===== config.mk =====
export PLATFORM = sky130hd
export DESIGN_NAME = base32_stream_codec_unit
export DESIGN_NICKNAME = d
export VERILOG_FILES = /design/src/rtl/bcc_pkg.sv /design/src/rtl/base32_stream_codec_unit.sv /design/src/rtl/bcc_front.sv /design/src/rtl/bcc_job_fifo.sv /design/src/rtl/bcc_back.sv
export VERILOG_INCLUDE_DIRS = /design/src /design/src/rtl
export SDC_FILE = /design/constraint.sdc
export NUM_CORES = 1
export LEC_CHECK = 0
export BUFFER_PORTS_ARGS = -buffer_cell sky130_fd_sc_hd__buf_2
export CAP_MARGIN = 20
export CORE_UTILIZATION = 45
export DETAILED_ROUTE_END_ITERATION = 8
export GPL_TIMING_DRIVEN = 0
export PLACE_DENSITY = 0.66
export SLEW_MARGIN = 40
export SYNTH_ARGS = -nofsm -noshare
export SYNTH_HDL_FRONTEND = slang
export SYNTH_SLANG_ARGS = --single-unit

===== constraint.sdc =====
create_clock -name i_clk -period 9.6 [get_ports i_clk]
set_input_delay 0.48 -clock i_clk [delete_from_list [all_inputs] [get_ports i_clk]]
set_output_delay 0.48 -clock i_clk [all_outputs]
set_load 0.005 [all_outputs]

===== src/rtl/assert_macros.svh =====
// assertion macros for the codec rtl
`ifndef ASSERT_MACROS_SVH
`define ASSERT_MACROS_SVH

// check that is held off while reset is active
`define BCC_ASSERT(label, prop, msg) \
    label: assert property (@(posedge i_clk) disable iff (!i_rst_n) prop) else $error(msg);

// check that also covers the reset cycles
`define BCC_ASSERT_RST(label, prop, msg) \
    label: assert property (@(posedge i_clk) prop) else $error(msg);

`endif


===== src/rtl/bcc_pkg.sv =====
// package: types, constants and lookup functions of the base32 codec
package bcc_pkg;

    localparam int unsigned GROUP_W   = 40;
    localparam int unsigned JOB_DEPTH = 2;
    localparam int unsigned JOB_PTR_W = 1;
    localparam int unsigned JOB_CNT_W = 2;

    localparam logic       MODE_ENC = 1'b0;
    localparam logic       MODE_DEC = 1'b1;
    localparam logic [7:0] PAD_CHAR = 8'h3D;

    typedef enum logic [1:0] {
        ST_OK   = 2'd0,
        ST_LEN  = 2'd1,
        ST_PAD  = 2'd2,
        ST_CHAR = 2'd3
    } t_status;

    // one unit of output work: a finished group and how to emit it
    typedef struct packed {
        logic               mode;
        logic [GROUP_W-1:0] bits;
        logic [3:0]         nsym;
        logic [3:0]         ntot;
        logic               last;
        t_status            status;
    } t_job;

    // symbol value of a character, valid flag in the top bit
    function automatic logic [5:0] sym_lookup(input logic [7:0] c);
        logic [5:0] r;
        r = 6'd0;
        case (c) inside
            [8'h41:8'h5A]: r = {1'b1, 5'(c - 8'h41)};
            8'h31:         r = {1'b1, 5'd26};
            8'h32:         r = {1'b1, 5'd27};
            8'h35:         r = {1'b1, 5'd28};
            8'h36:         r = {1'b1, 5'd29};
            8'h38:         r = {1'b1, 5'd30};
            8'h39:         r = {1'b1, 5'd31};
            default:       r = 6'd0;
        endcase
        return r;
    endfunction

    // character of a symbol value
    function automatic logic [7:0] enc_char(input logic [4:0] v);
        logic [7:0] r;
        case (v) inside
            [5'd0:5'd25]: r = 8'h41 + {3'd0, v};
            5'd26:        r = 8'h31;
            5'd27:        r = 8'h32;
            5'd28:        r = 8'h35;
            5'd29:        r = 8'h36;
            5'd30:        r = 8'h38;
            5'd31:        r = 8'h39;
            default:      r = 8'h41;
        endcase
        return r;
    endfunction

endpackage


===== src/rtl/base32_stream_codec_unit.sv =====
// Streaming base32 codec (alphabet A-Z then 1,2,5,6,8,9, '=' padding).
// Input side is a queue write port: an item (one byte or one character plus
// a last marker) is taken when push is high and full is low. Result side is a
// queue read port: the oldest result sits on the o_ ports while empty is low
// and leaves on pop. The direction register is written over its own
// valid/ready channel (always ready); the user must write it only while the
// block is idle, which the block does not enforce. A write also drops any
// partial group. direction 0 encodes, 1 decodes. A group that completes on
// an item goes into the job queue, then the back end, then the output
// register. The back end emits one result per cycle while the receiver
// pops, so it paces encoding, and decoding takes one character per cycle. The
// job queue between group builder and result expander holds two groups; full
// rises when it is full. A stalled receiver holds the output register and
// back end, the queue fills, then full holds off the sender; nothing is lost.
// Reset (synchronous, active low) selects encode, clears all group state and
// empties the queue and output register. A malformed decode message ends in
// one result with data 0, last set and a nonzero status.
`include "assert_macros.svh"

module base32_stream_codec_unit import bcc_pkg::*; (
    input  logic       i_clk,
    input  logic       i_rst_n,
    input  logic       push,
    output logic       full,
    input  logic [7:0] i_data_in,
    input  logic       i_last_in,
    output logic       empty,
    input  logic       pop,
    output logic [7:0] o_data_out,
    output logic       o_last_out,
    output logic [1:0] o_status,
    input  logic       i_cfg_valid,
    output logic       o_cfg_ready,
    input  logic       i_cfg_data
);

    logic    accept;
    logic    cfg_we;
    logic    dir;
    logic    job_push;
    t_job    job_in;
    logic    job_full;
    logic    job_nonempty;
    t_job    job_out;
    logic    job_pop;
    t_status out_status;

    assign o_cfg_ready = 1'b1;
    assign cfg_we      = i_cfg_valid;
    assign full        = job_full;
    assign accept      = push && !job_full;
    assign o_status    = out_status;

    // group builder
    bcc_front u_front (
        .i_clk      (i_clk),
        .i_rst_n    (i_rst_n),
        .i_cfg_we   (cfg_we),
        .i_cfg_data (i_cfg_data),
        .i_accept   (accept),
        .i_data     (i_data_in),
        .i_last     (i_last_in),
        .o_dir      (dir),
        .o_job_push (job_push),
        .o_job      (job_in)
    );

    // job queue
    bcc_job_fifo u_job_fifo (
        .i_clk      (i_clk),
        .i_rst_n    (i_rst_n),
        .i_push     (job_push),
        .i_job      (job_in),
        .i_pop      (job_pop),
        .o_full     (job_full),
        .o_nonempty (job_nonempty),
        .o_job      (job_out)
    );

    // result expander
    bcc_back u_back (
        .i_clk       (i_clk),
        .i_rst_n     (i_rst_n),
        .i_job_valid (job_nonempty),
        .i_job       (job_out),
        .o_job_pop   (job_pop),
        .i_pop       (pop),
        .o_empty     (empty),
        .o_data      (o_data_out),
        .o_last      (o_last_out),
        .o_status    (out_status)
    );

    // checks
    `BCC_ASSERT(a_flag_shape, (!empty && o_status != ST_OK) |-> (o_data_out == 8'd0 && o_last_out), "flagged result must be zero data and last")
    `BCC_ASSERT(a_enc_ok, (!empty && dir == MODE_ENC) |-> (o_status == ST_OK), "encode result with nonzero status")
    `BCC_ASSERT(a_no_overflow, job_push |-> !job_full, "job pushed into full queue")
    `BCC_ASSERT_RST(a_reset_empty, !i_rst_n |=> empty, "results visible right after reset")

endmodule


===== src/rtl/bcc_front.sv =====
// front end: takes items, builds groups, classifies them into jobs
module bcc_front import bcc_pkg::*; (
    input  logic       i_clk,
    input  logic       i_rst_n,
    input  logic       i_cfg_we,
    input  logic       i_cfg_data,
    input  logic       i_accept,
    input  logic [7:0] i_data,
    input  logic       i_last,
    output logic       o_dir,
    output logic       o_job_push,
    output t_job       o_job
);

    logic               r_dir,  n_dir;
    logic [GROUP_W-1:0] r_bits, n_bits;
    logic [2:0]         r_cnt,  n_cnt;
    logic [3:0]         r_pad,  n_pad;
    logic               r_err,  n_err;

    logic [GROUP_W-1:0] enc_bits;
    logic [GROUP_W-1:0] enc_aligned;
    logic [2:0]         enc_cnt;
    logic [3:0]         enc_nsym;
    logic [5:0]         sym;
    logic               is_pad;
    logic [4:0]         dec_val;
    logic [GROUP_W-1:0] dec_bits;
    logic [2:0]         dec_cnt;
    logic [3:0]         pad_next;
    logic               err_next;
    logic               grp_err;
    t_status            fin_status;
    logic [3:0]         fin_nbytes;

    // encode path: shift the byte in, left-align a short group
    assign enc_bits = {r_bits[GROUP_W-9:0], i_data};
    assign enc_cnt  = r_cnt + 3'd1;

    always_comb begin
        case (enc_cnt)
            3'd1:    begin enc_aligned = enc_bits << 32; enc_nsym = 4'd2; end
            3'd2:    begin enc_aligned = enc_bits << 24; enc_nsym = 4'd4; end
            3'd3:    begin enc_aligned = enc_bits << 16; enc_nsym = 4'd5; end
            3'd4:    begin enc_aligned = enc_bits << 8;  enc_nsym = 4'd7; end
            default: begin enc_aligned = enc_bits;       enc_nsym = 4'd8; end
        endcase
    end

    // decode path: symbol value, pad tracking, error tracking
    assign sym      = sym_lookup(i_data);
    assign is_pad   = (i_data == PAD_CHAR);
    assign dec_val  = is_pad ? 5'd0 : sym[4:0];
    assign dec_bits = {r_bits[GROUP_W-6:0], dec_val};
    assign dec_cnt  = r_cnt + 3'd1;
    assign pad_next = !is_pad ? 4'd0 : ((r_pad == 4'd15) ? 4'd15 : r_pad + 4'd1);
    assign err_next = r_err | (!is_pad && (!sym[5] || (r_pad != 4'd0)));
    assign grp_err  = err_next | (pad_next != 4'd0);

    // final group checks
    always_comb begin
        fin_nbytes = 4'd0;
        fin_status = ST_OK;
        if (dec_cnt != 3'd0) begin
            fin_status = ST_LEN;
        end else begin
            case (pad_next)
                4'd0:    fin_nbytes = 4'd5;
                4'd1:    fin_nbytes = 4'd4;
                4'd3:    fin_nbytes = 4'd3;
                4'd4:    fin_nbytes = 4'd2;
                4'd6:    fin_nbytes = 4'd1;
                default: fin_status = ST_PAD;
            endcase
            if (fin_status == ST_OK && err_next) begin
                fin_status = ST_CHAR;
            end
        end
    end

    // group state update and job generation
    always_comb begin
        n_dir      = r_dir;
        n_bits     = r_bits;
        n_cnt      = r_cnt;
        n_pad      = r_pad;
        n_err      = r_err;
        o_job_push = 1'b0;
        o_job      = '0;
        if (i_cfg_we) begin
            n_dir  = i_cfg_data;
            n_bits = '0;
            n_cnt  = 3'd0;
            n_pad  = 4'd0;
            n_err  = 1'b0;
        end else if (i_accept) begin
            if (r_dir == MODE_ENC) begin
                n_bits = enc_bits;
                n_cnt  = enc_cnt;
                if (enc_cnt == 3'd5 || i_last) begin
                    o_job_push  = 1'b1;
                    o_job.mode  = MODE_ENC;
                    o_job.bits  = enc_aligned;
                    o_job.nsym  = enc_nsym;
                    o_job.ntot  = 4'd8;
                    o_job.last  = i_last;
                    o_job.status = ST_OK;
                    n_bits = '0;
                    n_cnt  = 3'd0;
                end
            end else if (!i_last) begin
                n_bits = dec_bits;
                n_cnt  = dec_cnt;
                n_pad  = pad_next;
                n_err  = err_next;
                if (dec_cnt == 3'd0) begin
                    n_err  = grp_err;
                    n_bits = '0;
                    n_pad  = 4'd0;
                    if (!grp_err) begin
                        o_job_push   = 1'b1;
                        o_job.mode   = MODE_DEC;
                        o_job.bits   = dec_bits;
                        o_job.ntot   = 4'd5;
                        o_job.status = ST_OK;
                    end
                end
            end else begin
                o_job_push   = 1'b1;
                o_job.mode   = MODE_DEC;
                o_job.bits   = dec_bits;
                o_job.ntot   = (fin_status == ST_OK) ? fin_nbytes : 4'd1;
                o_job.last   = 1'b1;
                o_job.status = fin_status;
                n_bits = '0;
                n_cnt  = 3'd0;
                n_pad  = 4'd0;
                n_err  = 1'b0;
            end
        end
    end

    // control state
    always_ff @(posedge i_clk) begin
        if (!i_rst_n) begin
            r_dir  <= MODE_ENC;
            r_bits <= '0;
            r_cnt  <= 3'd0;
            r_pad  <= 4'd0;
            r_err  <= 1'b0;
        end else begin
            r_dir  <= n_dir;
            r_bits <= n_bits;
            r_cnt  <= n_cnt;
            r_pad  <= n_pad;
            r_err  <= n_err;
        end
    end

    assign o_dir = r_dir;

endmodule


===== src/rtl/bcc_job_fifo.sv =====
// two-entry job queue between front and back end
module bcc_job_fifo import bcc_pkg::*; (
    input  logic i_clk,
    input  logic i_rst_n,
    input  logic i_push,
    input  t_job i_job,
    input  logic i_pop,
    output logic o_full,
    output logic o_nonempty,
    output t_job o_job
);

    t_job                 r_mem [JOB_DEPTH];
    logic [JOB_PTR_W-1:0] r_wr_ptr, n_wr_ptr;
    logic [JOB_PTR_W-1:0] r_rd_ptr, n_rd_ptr;
    logic [JOB_CNT_W-1:0] r_count,  n_count;

    assign o_full     = (r_count == JOB_CNT_W'(JOB_DEPTH));
    assign o_nonempty = (r_count != '0);
    assign o_job      = r_mem[r_rd_ptr];

    // pointer and fill count
    always_comb begin
        n_wr_ptr = r_wr_ptr + (i_push ? JOB_PTR_W'(1) : '0);
        n_rd_ptr = r_rd_ptr + (i_pop ? JOB_PTR_W'(1) : '0);
        n_count  = r_count;
        if (i_push && !i_pop) begin
            n_count = r_count + JOB_CNT_W'(1);
        end else if (!i_push && i_pop) begin
            n_count = r_count - JOB_CNT_W'(1);
        end
    end

    always_ff @(posedge i_clk) begin
        if (!i_rst_n) begin
            r_wr_ptr <= '0;
            r_rd_ptr <= '0;
            r_count  <= '0;
        end else begin
            r_wr_ptr <= n_wr_ptr;
            r_rd_ptr <= n_rd_ptr;
            r_count  <= n_count;
        end
    end

    // entry storage
    always_ff @(posedge i_clk) begin
        if (i_push) begin
            r_mem[r_wr_ptr] <= i_job;
        end
    end

endmodule


===== src/rtl/bcc_back.sv =====
// back end: expands jobs, one result per cycle unless held, into an output register
module bcc_back import bcc_pkg::*; (
    input  logic       i_clk,
    input  logic       i_rst_n,
    input  logic       i_job_valid,
    input  t_job       i_job,
    output logic       o_job_pop,
    input  logic       i_pop,
    output logic       o_empty,
    output logic [7:0] o_data,
    output logic       o_last,
    output t_status    o_status
);

    logic               r_busy,   n_busy;
    logic               r_mode,   n_mode;
    logic [GROUP_W-1:0] r_bits,   n_bits;
    logic [3:0]         r_sym,    n_sym;
    logic [3:0]         r_left,   n_left;
    logic               r_jlast,  n_jlast;
    t_status            r_jstat,  n_jstat;

    logic               r_ov,     n_ov;
    logic [7:0]         r_od,     n_od;
    logic               r_ol,     n_ol;
    t_status            r_os,     n_os;

    logic       out_free;
    logic       emit;
    logic       finish;
    logic       load;
    logic [7:0] cur_data;

    assign out_free  = !r_ov || i_pop;
    assign emit      = r_busy && out_free;
    assign finish    = emit && (r_left == 4'd1);
    assign load      = i_job_valid && (!r_busy || finish);
    assign o_job_pop = load;

    // data of the current result
    always_comb begin
        if (r_jstat != ST_OK) begin
            cur_data = 8'd0;
        end else if (r_mode == MODE_ENC) begin
            cur_data = (r_sym != 4'd0) ? enc_char(r_bits[GROUP_W-1 -: 5]) : PAD_CHAR;
        end else begin
            cur_data = r_bits[GROUP_W-1 -: 8];
        end
    end

    // job walk and output register
    always_comb begin
        n_busy  = r_busy;
        n_mode  = r_mode;
        n_bits  = r_bits;
        n_sym   = r_sym;
        n_left  = r_left;
        n_jlast = r_jlast;
        n_jstat = r_jstat;
        n_ov    = r_ov;
        n_od    = r_od;
        n_ol    = r_ol;
        n_os    = r_os;
        if (emit) begin
            n_ov   = 1'b1;
            n_od   = cur_data;
            n_ol   = r_jlast && (r_left == 4'd1);
            n_os   = r_jstat;
            n_bits = (r_mode == MODE_ENC) ? (r_bits << 5) : (r_bits << 8);
            n_sym  = (r_sym != 4'd0) ? r_sym - 4'd1 : 4'd0;
            n_left = r_left - 4'd1;
            if (finish) begin
                n_busy = 1'b0;
            end
        end else if (i_pop) begin
            n_ov = 1'b0;
        end
        if (load) begin
            n_busy  = 1'b1;
            n_mode  = i_job.mode;
            n_bits  = i_job.bits;
            n_sym   = i_job.nsym;
            n_left  = i_job.ntot;
            n_jlast = i_job.last;
            n_jstat = i_job.status;
        end
    end

    always_ff @(posedge i_clk) begin
        if (!i_rst_n) begin
            r_busy <= 1'b0;
            r_ov   <= 1'b0;
        end else begin
            r_busy <= n_busy;
            r_ov   <= n_ov;
        end
    end

    always_ff @(posedge i_clk) begin
        r_mode  <= n_mode;
        r_bits  <= n_bits;
        r_sym   <= n_sym;
        r_left  <= n_left;
        r_jlast <= n_jlast;
        r_jstat <= n_jstat;
        r_od    <= n_od;
        r_ol    <= n_ol;
        r_os    <= n_os;
    end

    assign o_empty  = !r_ov;
    assign o_data   = r_od;
    assign o_last   = r_ol;
    assign o_status = r_os;

endmodule


**Word-level counts from Yosys, hierarchy flattened**

Memory sizes are Yosys's and may differ from the RTL's. A register that Yosys moved wholly into a read port is not among the register bits.
Cells that the tools add are included.

- Latch bits: 0
- Register bits: 113
- ROM bits: 0
- Memories kept: 1
- Memory bits (writable): 104
- Input port bits: 15
- Output and inout bits: 14
- Word-level logic and storage cells: 181

- Add/sub/neg operators: 10
- Multiplexer cells: 79
- Multiply operators: 0
- Reduce and logical (&&, ||, !) cells: 40
- Equal/unequal tests: 25
- Shift operators: 0
- Magnitude comparators: 4
- Divide/modulo/power cells: 0
- Bitwise operators: 3

Memories:

| name | depth | width | rd ports | clocked after memory_dff | wr ports | RTL line | RTL |
|---|---|---|---|---|---|---|---|
| u_job_fifo.r_mem | 2 | 52 | 1 | 1 | 1 | bcc_job_fifo.sv:13 | `t_job r_mem [JOB_DEPTH];` |

Operators with widths:

| cell | number |
|---|---|
| 41-bit two-way mux | 4 |
| 40-bit one-hot mux with 4 select lines | 1 |
| 35-bit two-way mux | 4 |
| 40-bit two-way mux | 3 |
| 52-bit two-way mux | 2 |
| 8-bit two-way mux | 8 |
| 8-bit by 6-bit == test with 1-bit output, second input constant | 7 |
| 4-bit two-way mux | 14 |
| 51-bit two-way mux | 1 |
| 6-bit two-way mux | 7 |
| 5-bit == test, second input constant | 6 |
| 1-bit two-way mux | 19 |
| 4-bit one-hot mux with 4 select lines | 1 |
| 3-bit one-hot mux with 5 select lines | 1 |
| 2-bit two-way mux | 7 |
| 7-bit two-way mux | 2 |
| 3-bit two-way mux | 4 |
| 2-bit nonzero test | 6 |
| 4-bit nonzero test | 3 |
| 1-bit logical AND | 11 |
| 7-bit by 5-bit adder with 8-bit output, first input constant | 1 |
| 4-bit by 1-bit == test with 1-bit output, second input constant | 2 |
| 4-bit by 3-bit == test with 1-bit output, second input constant | 2 |
| 8-bit by 7-bit greater-or-equal comparator with 1-bit output, second input constant | 1 |
| other kinds (28) | 44 |

**Longest topological paths before layout**

- Depth in word-level cells: 23
- Mapped depth: 16
- Mapped depth without buffers: 12

**Hierarchy**

Synthesis repeated with hierarchy kept, for this count alone.

- Cells, all modules: 938
- Area, all modules: 11133.2 µm²

By module, submodules not included:

| module | seq. area each (µm²) | cells each | area an instance (µm²) | instances |
|---|---|---|---|---|
| bcc_job_fifo | 3223.1 | 184 | 4000.1 | 1 |
| bcc_front | 880.8 | 463 | 3709.8 | 1 |
| bcc_back | 1931.9 | 288 | 3398.3 | 1 |
| base32_stream_codec_unit | 0.0 | 3 | 25.0 | 1 |

**Worst setup path after synthesis**

OpenSTA, ideal clock, no wires.

- Kind: reg-to-reg
- Start: reg u_front.r_pad[0]
- End: mem u_job_fifo.r_mem[1][0] (netlist bit), enable pin
- Required time: 9.185 ns
- Library setup time: 0.415 ns
- Arrival time: 3.745 ns
- Buffers on the path: 3
- Cell stages (with the launch flop): 13
- Path slack: 5.440 ns
- Period minus slack after synthesis: 4.160 ns
- Cell sequence: dfxtp_1 > clkbuf_1 > inv_1 > ha_1 > nand2b_1 > a211o_1 > o41a_1 > o21ai_1 > and2_1 > buf_6 > buf_6 > or2_1 > ha_1

- Word-level cells in the longest chain between the ends: 13
- Elaborated cells between the ends (all ways): 18
- Classes of those cells: add/sub: 1; eq/ne: 1; mux: 10; bitwise: 2; reduce/logical: 4

RTL lines:

| element | RTL line | RTL |
|---|---|---|
| from (decl) | bcc_front.sv:18 | `logic [3:0] r_pad, n_pad;` |
| from (signal assigned) | bcc_front.sv:155 | `r_pad <= n_pad;` |
| 4-bit by 1-bit adder with 4-bit output, or another cell as far along | bcc_front.sv:56 | `assign pad_next = !is_pad ? 4'd0 : ((r_pad == 4'd15) ? 4'd15 : r_pad + 4'd1);` |
| 4-bit two-way mux / 1-bit logical OR (equally long branches) | bcc_front.sv:56, bcc_front.sv:57 |  |
| 4-bit two-way mux / 1-bit logical AND (equally long branches) | bcc_front.sv:56, bcc_front.sv:57 |  |
| 4-bit nonzero test / 1-bit bitwise OR (equally long branches) | bcc_front.sv:58, bcc_front.sv:57 |  |
| 1-bit bitwise OR (*) | bcc_front.sv:58 | `assign grp_err = err_next \| (pad_next != 4'd0);` |
| 1-bit two-way mux (*) | bcc_front.sv:120 | `if (!grp_err) begin` |
| 1-bit two-way mux (*) | bcc_front.sv:116 | `if (dec_cnt == 3'd0) begin` |
| 1-bit two-way mux (*) | bcc_front.sv:111 | `end else if (!i_last) begin` |
| 1-bit two-way mux (*) | bcc_front.sv:97 | `if (r_dir == MODE_ENC) begin` |
| 1-bit two-way mux (*) | bcc_front.sv:96 | `end else if (i_accept) begin` |
| 1-bit two-way mux (*) | bcc_front.sv:90 | `if (i_cfg_we) begin` |
| 1-bit two-way mux (*) | bcc_job_fifo.sv:48 | `if (i_push) begin` |
| 1-bit two-way mux (not written as such) (*) | bcc_job_fifo.sv:49 | `r_mem[r_wr_ptr] <= i_job;` |
| to (decl) | bcc_job_fifo.sv:13 |  |

Every way passes the cells marked *; elsewhere a longest branch is shown, timed or not.

**Final worst setup path**

- Start: reg u_front.r_pad[0]
- End: mem u_job_fifo.r_mem[1][22] (netlist bit), enable pin

The elaborated chain is that of the path after synthesis.

==> results.sh <==
export IMPL_fin_crit_ns=3.883
export IMPL_antenna_found_initial=0
export IMPL_die_width_um=157.0
export IMPL_portBuffers=22
export IMPL_root_buffer="clkbuf_16"
export IMPL_dieArea_um2=24660
export IMPL_cts_path_max_buffers=3
export IMPL_postCtsSetupBuffers=0
export IMPL_via_count=8022
export IMPL_rows=56
export IMPL_dp_hpwl_um=19260
export IMPL_syn_num_nets=1007
export IMPL_min_period_over_period_pct=40.45
export IMPL_synth_top_area_share_pct=46.37
export IMPL_reg2reg_depth=13
export IMPL_start_util_pct=45.94
export IMPL_yosys_warnings=0
export IMPL_tightestPinTransition_ns=0.7997
export IMPL_synth_edff_count=167
export IMPL_grt_usage_pct=22.21
export IMPL_max_vdd_ir_drop_mv=0.2394
export IMPL_numCtsBuffers=24
export IMPL_crit_type="flop to flop"
export IMPL_ys_seq_area_share_pct=55.81
export IMPL_hold_path_end="u_front.o_dir"
export IMPL_crit_path_end_kind="flop"
export IMPL_synthToLayoutAreaGrowth_pct=12.36
export IMPL_ioPinCount=29
export IMPL_synthFlopType="edfxtp_1"
export IMPL_layout_setup_ws_ns=5.717
export IMPL_hp_class="primary input to flop"
export IMPL_ant_nets=0
export IMPL_vias_per_cell=5.907
export IMPL_p_per_area_nw_per_um2=265.8
export IMPL_cp_data_arrival_time_ns=4.10
export IMPL_grt_max_degree=49
export IMPL_r2r_slack_ns=5.72
export IMPL_drt_iter0_drc=742
export IMPL_num_fill_cells=2094
export IMPL_slew_headroom_pct=46.69
export IMPL_clock_sinks=218
export IMPL_cts_tree="built"
export IMPL_synth_cell_types=63
export IMPL_clkTransAtPathRegs_ns=0.06
export IMPL_drive_gt1_share_pct=8.566
export IMPL_clock_latency_ns=0.53
export IMPL_worstPathRequired_ns=9.82
export IMPL_synth_seq_cells=218
export IMPL_r2r_start="u_front.r_pad[0]"
export IMPL_die_y_um=157.0
export IMPL_synth_largest_area_cell="edfxtp_1"
export IMPL_antenna_cells=0
export IMPL_whs_ns=0.2301
export IMPL_status="complete, no violations"
export IMPL_drv_cap=0
export IMPL_final_cell_area_um2=12150
export IMPL_drtPass1Iterations=7
export IMPL_place_congestion=0.9598
export IMPL_drc=0
export IMPL_reg2reg_to="u_job_fifo.r_mem[1][22]"
export IMPL_max_freq_mhz=257.5
export IMPL_grt_overflow_total=0
export IMPL_critPathMaxFanout=27
export IMPL_leakage_nw=4.162
export IMPL_fin_nets=1057
export IMPL_synth_cells=971
export IMPL_holdBufCountCts=0
export IMPL_dpl_cell_area_um2=11400
export IMPL_finalMaxSlewViolations=0
export IMPL_rsz0062_at_grt="false"
export IMPL_setup_violations=0
export IMPL_wl_per_cell_um=19.96
export IMPL_start_kind="flop"
export IMPL_whs_path_depth=3
export IMPL_dp_slack_ns=5.561
export IMPL_grt_first_pass_wirelength_um=42140
export IMPL_syn_area_um2=10820
export IMPL_skew_ns=0.01806
export IMPL_synthArstFlopShare_pct=0
export IMPL_hold_violations=0
export IMPL_htreeDepth=1
export IMPL_core_area_um2=23540
export IMPL_hp_start="i_cfg_data"
export IMPL_synth_avg_cell_area_um2=11.14
export IMPL_fin_tns_setup_ns=0
export IMPL_drt_wl_total_um=27100
export IMPL_grt_pass1_vias=7682
export IMPL_cts_resized=0
export IMPL_yosys_top_cells_area="edfxtp_1 (46%), dfxtp_1 (9.4%), mux2i_1 (4.2%)"
routing by layer:
metal | track usage, % | wire [µm] | up-vias
met5 | 0 | 0 | -
met4 | 8.877 | 1022 | 0
met3 | 3.111 | 1519 | 78
met2 | 34.86 | 12280 | 293
met1 | 31.01 | 12280 | 3829
li1 | - | - | 3822
state kept, by name (all words and copies together) (netlist names), named ones only:
register             count
u_back.r_mode            1
u_back.r_bits           40
u_back.r_sym             4
u_job_fifo.r_rd_ptr      1
u_back.r_jlast           1
u_front.r_bits          35
u_back.o_last            1
u_back.o_status          2
u_front.o_dir            1
u_job_fifo.r_mem       104
u_front.r_pad            4
u_back.r_ov              1
u_back.o_data            8
u_back.r_busy            1
u_front.r_err            1
u_job_fifo.r_count       2
u_back.r_jstat           2
u_back.r_left            4
u_front.r_cnt            3
u_job_fifo.r_wr_ptr      1
synthesized netlist by cell type, types with 12 or more instances:
library cell	number
a221oi_1	34
clkbuf_1	70
nor2b_1	46
o21ai_0	21
inv_1	22
and2_1	12
nand2_1	39
o2bb2ai_1	17
a21oi_1	72
edfxtp_1	167
nand3_1	18
ha_1	21
nor3_1	52
dfxtp_1	51
a211oi_1	42
nor2_1	65
a22oi_1	27
mux2i_1	45
a222oi_1	16
a22o_1	15
worst max-delay path, stage by stage (launching register included):
cell and delay, ns:
dfxtp_1 0.33, clkbuf_1 0.30, inv_1 0.11, ha_1 0.40, nand2b_1 0.22, a211o_1 0.33, o41a_1 0.43, o21ai_1 0.08
and2_1 0.14, buf_6 0.13, buf_6 0.14, or2_1 0.26, ha_4 0.45, buf_12 0.25
cell usage in the layout (no fill, tap or decap), types with 4 or more instances in the layout:
cell,Yosys,final
o21bai_1,4,4
buf_6,4,4
xnor2_1,6,6
xor2_1,4,4
o21a_1,4,4
a21o_1,10,10
clkinv_2,0,6
and3_1,5,5
nor2_1,65,65
o22ai_1,5,5
a222oi_1,16,16
and2_1,12,12
a22oi_1,27,27
a22o_1,15,15
nand2_1,39,39
nand3_1,18,18
a31oi_1,4,4
edfxtp_1,167,167
buf_1,9,9
o2bb2ai_1,17,17
a21oi_1,72,72
ha_1,21,19
a221oi_1,34,34
inv_1,22,22
mux2i_1,45,45
mux2_2,4,4
nor3_1,52,51
buf_2,5,27
dfxtp_1,51,51
clkbuf_1,70,76
clkbuf_16,0,24
nand2b_1,7,7
a211oi_1,42,42
o21ai_0,21,21
nor2b_1,46,45
power breakdown:
part           leakage, nW  switching [mW]  internal (mW)  total (mW)
Combinational         1.75           0.598          0.336       0.934
Sequential            2.03           0.123           1.30        1.42
Clock                0.375           0.369          0.507       0.876
cells by family (layout without fill, tap and decap cells):
kind of cell | count (synthesis) | in the layout | synth area share (%)
fa+ha+maj | 21 | 21 | 2.429
simple gates | 264 | 264 | 12.36
mux | 49 | 49 | 4.581
flops | 218 | 218 | 55.81
buf+inv | 114 | 182 | 4.396
xor+xnor | 10 | 10 | 0.8098
other cells | 1 | 1 | 0.03467
compound gates | 294 | 294 | 19.59
stage by stage:
| stage | utilization (%) | total power [mW] | std cells |
|---|---|---|---|
| 3_5_place_dp | 48.42 | 2.374 | 1314 |
| 4_1_cts | 51.62 | 3.249 | 1358 |
| 6_report | 51.62 | 3.229 | 1358 |
| 5_1_grt | 51.62 | 3.406 | 1358 |
| 2_1_floorplan | - | 2.070 | 971 |
| 3_3_place_gp | 48.10 | 2.351 | 1312 |
worst max-delay path by stage:
stage / startpoint / endpoint / slack [ns] / cells past startpoint
5_1_grt: u_front.r_pad[0] / u_job_fifo.r_mem[1][30] / 5.44 / 13
4_1_cts: u_front.r_pad[0] / u_job_fifo.r_mem[1][11] / 5.67 / 13
6_report: u_front.r_pad[0] / u_job_fifo.r_mem[1][22] / 5.72 / 13
3_5_place_dp: i_data_in[1] / u_job_fifo.r_count[1] / 5.56 / 15
3_3_place_gp: i_data_in[1] / u_job_fifo.r_mem[1][40] / 4.21 / 14
2_1_floorplan: u_front.r_pad[0] / u_job_fifo.r_mem[1][0] / 5.44 / 12
area by class of cell:
cell class | count | area (µm²) | share of cell area [%]
inverters | 23 | 86.33 | 0.7105
plain buffers | 91 | 389.1 | 3.202
well taps | 319 | 399.1 | 3.285
clock inverters | 11 | 96.34 | 0.7928
flip-flops and latches | 218 | 6036 | 49.67
clock buffers | 33 | 655.6 | 5.395
repair buffers | 24 | 150.1 | 1.236
multi-input cells | 639 | 4339 | 35.71
Power figures use the tool's default switching activity.
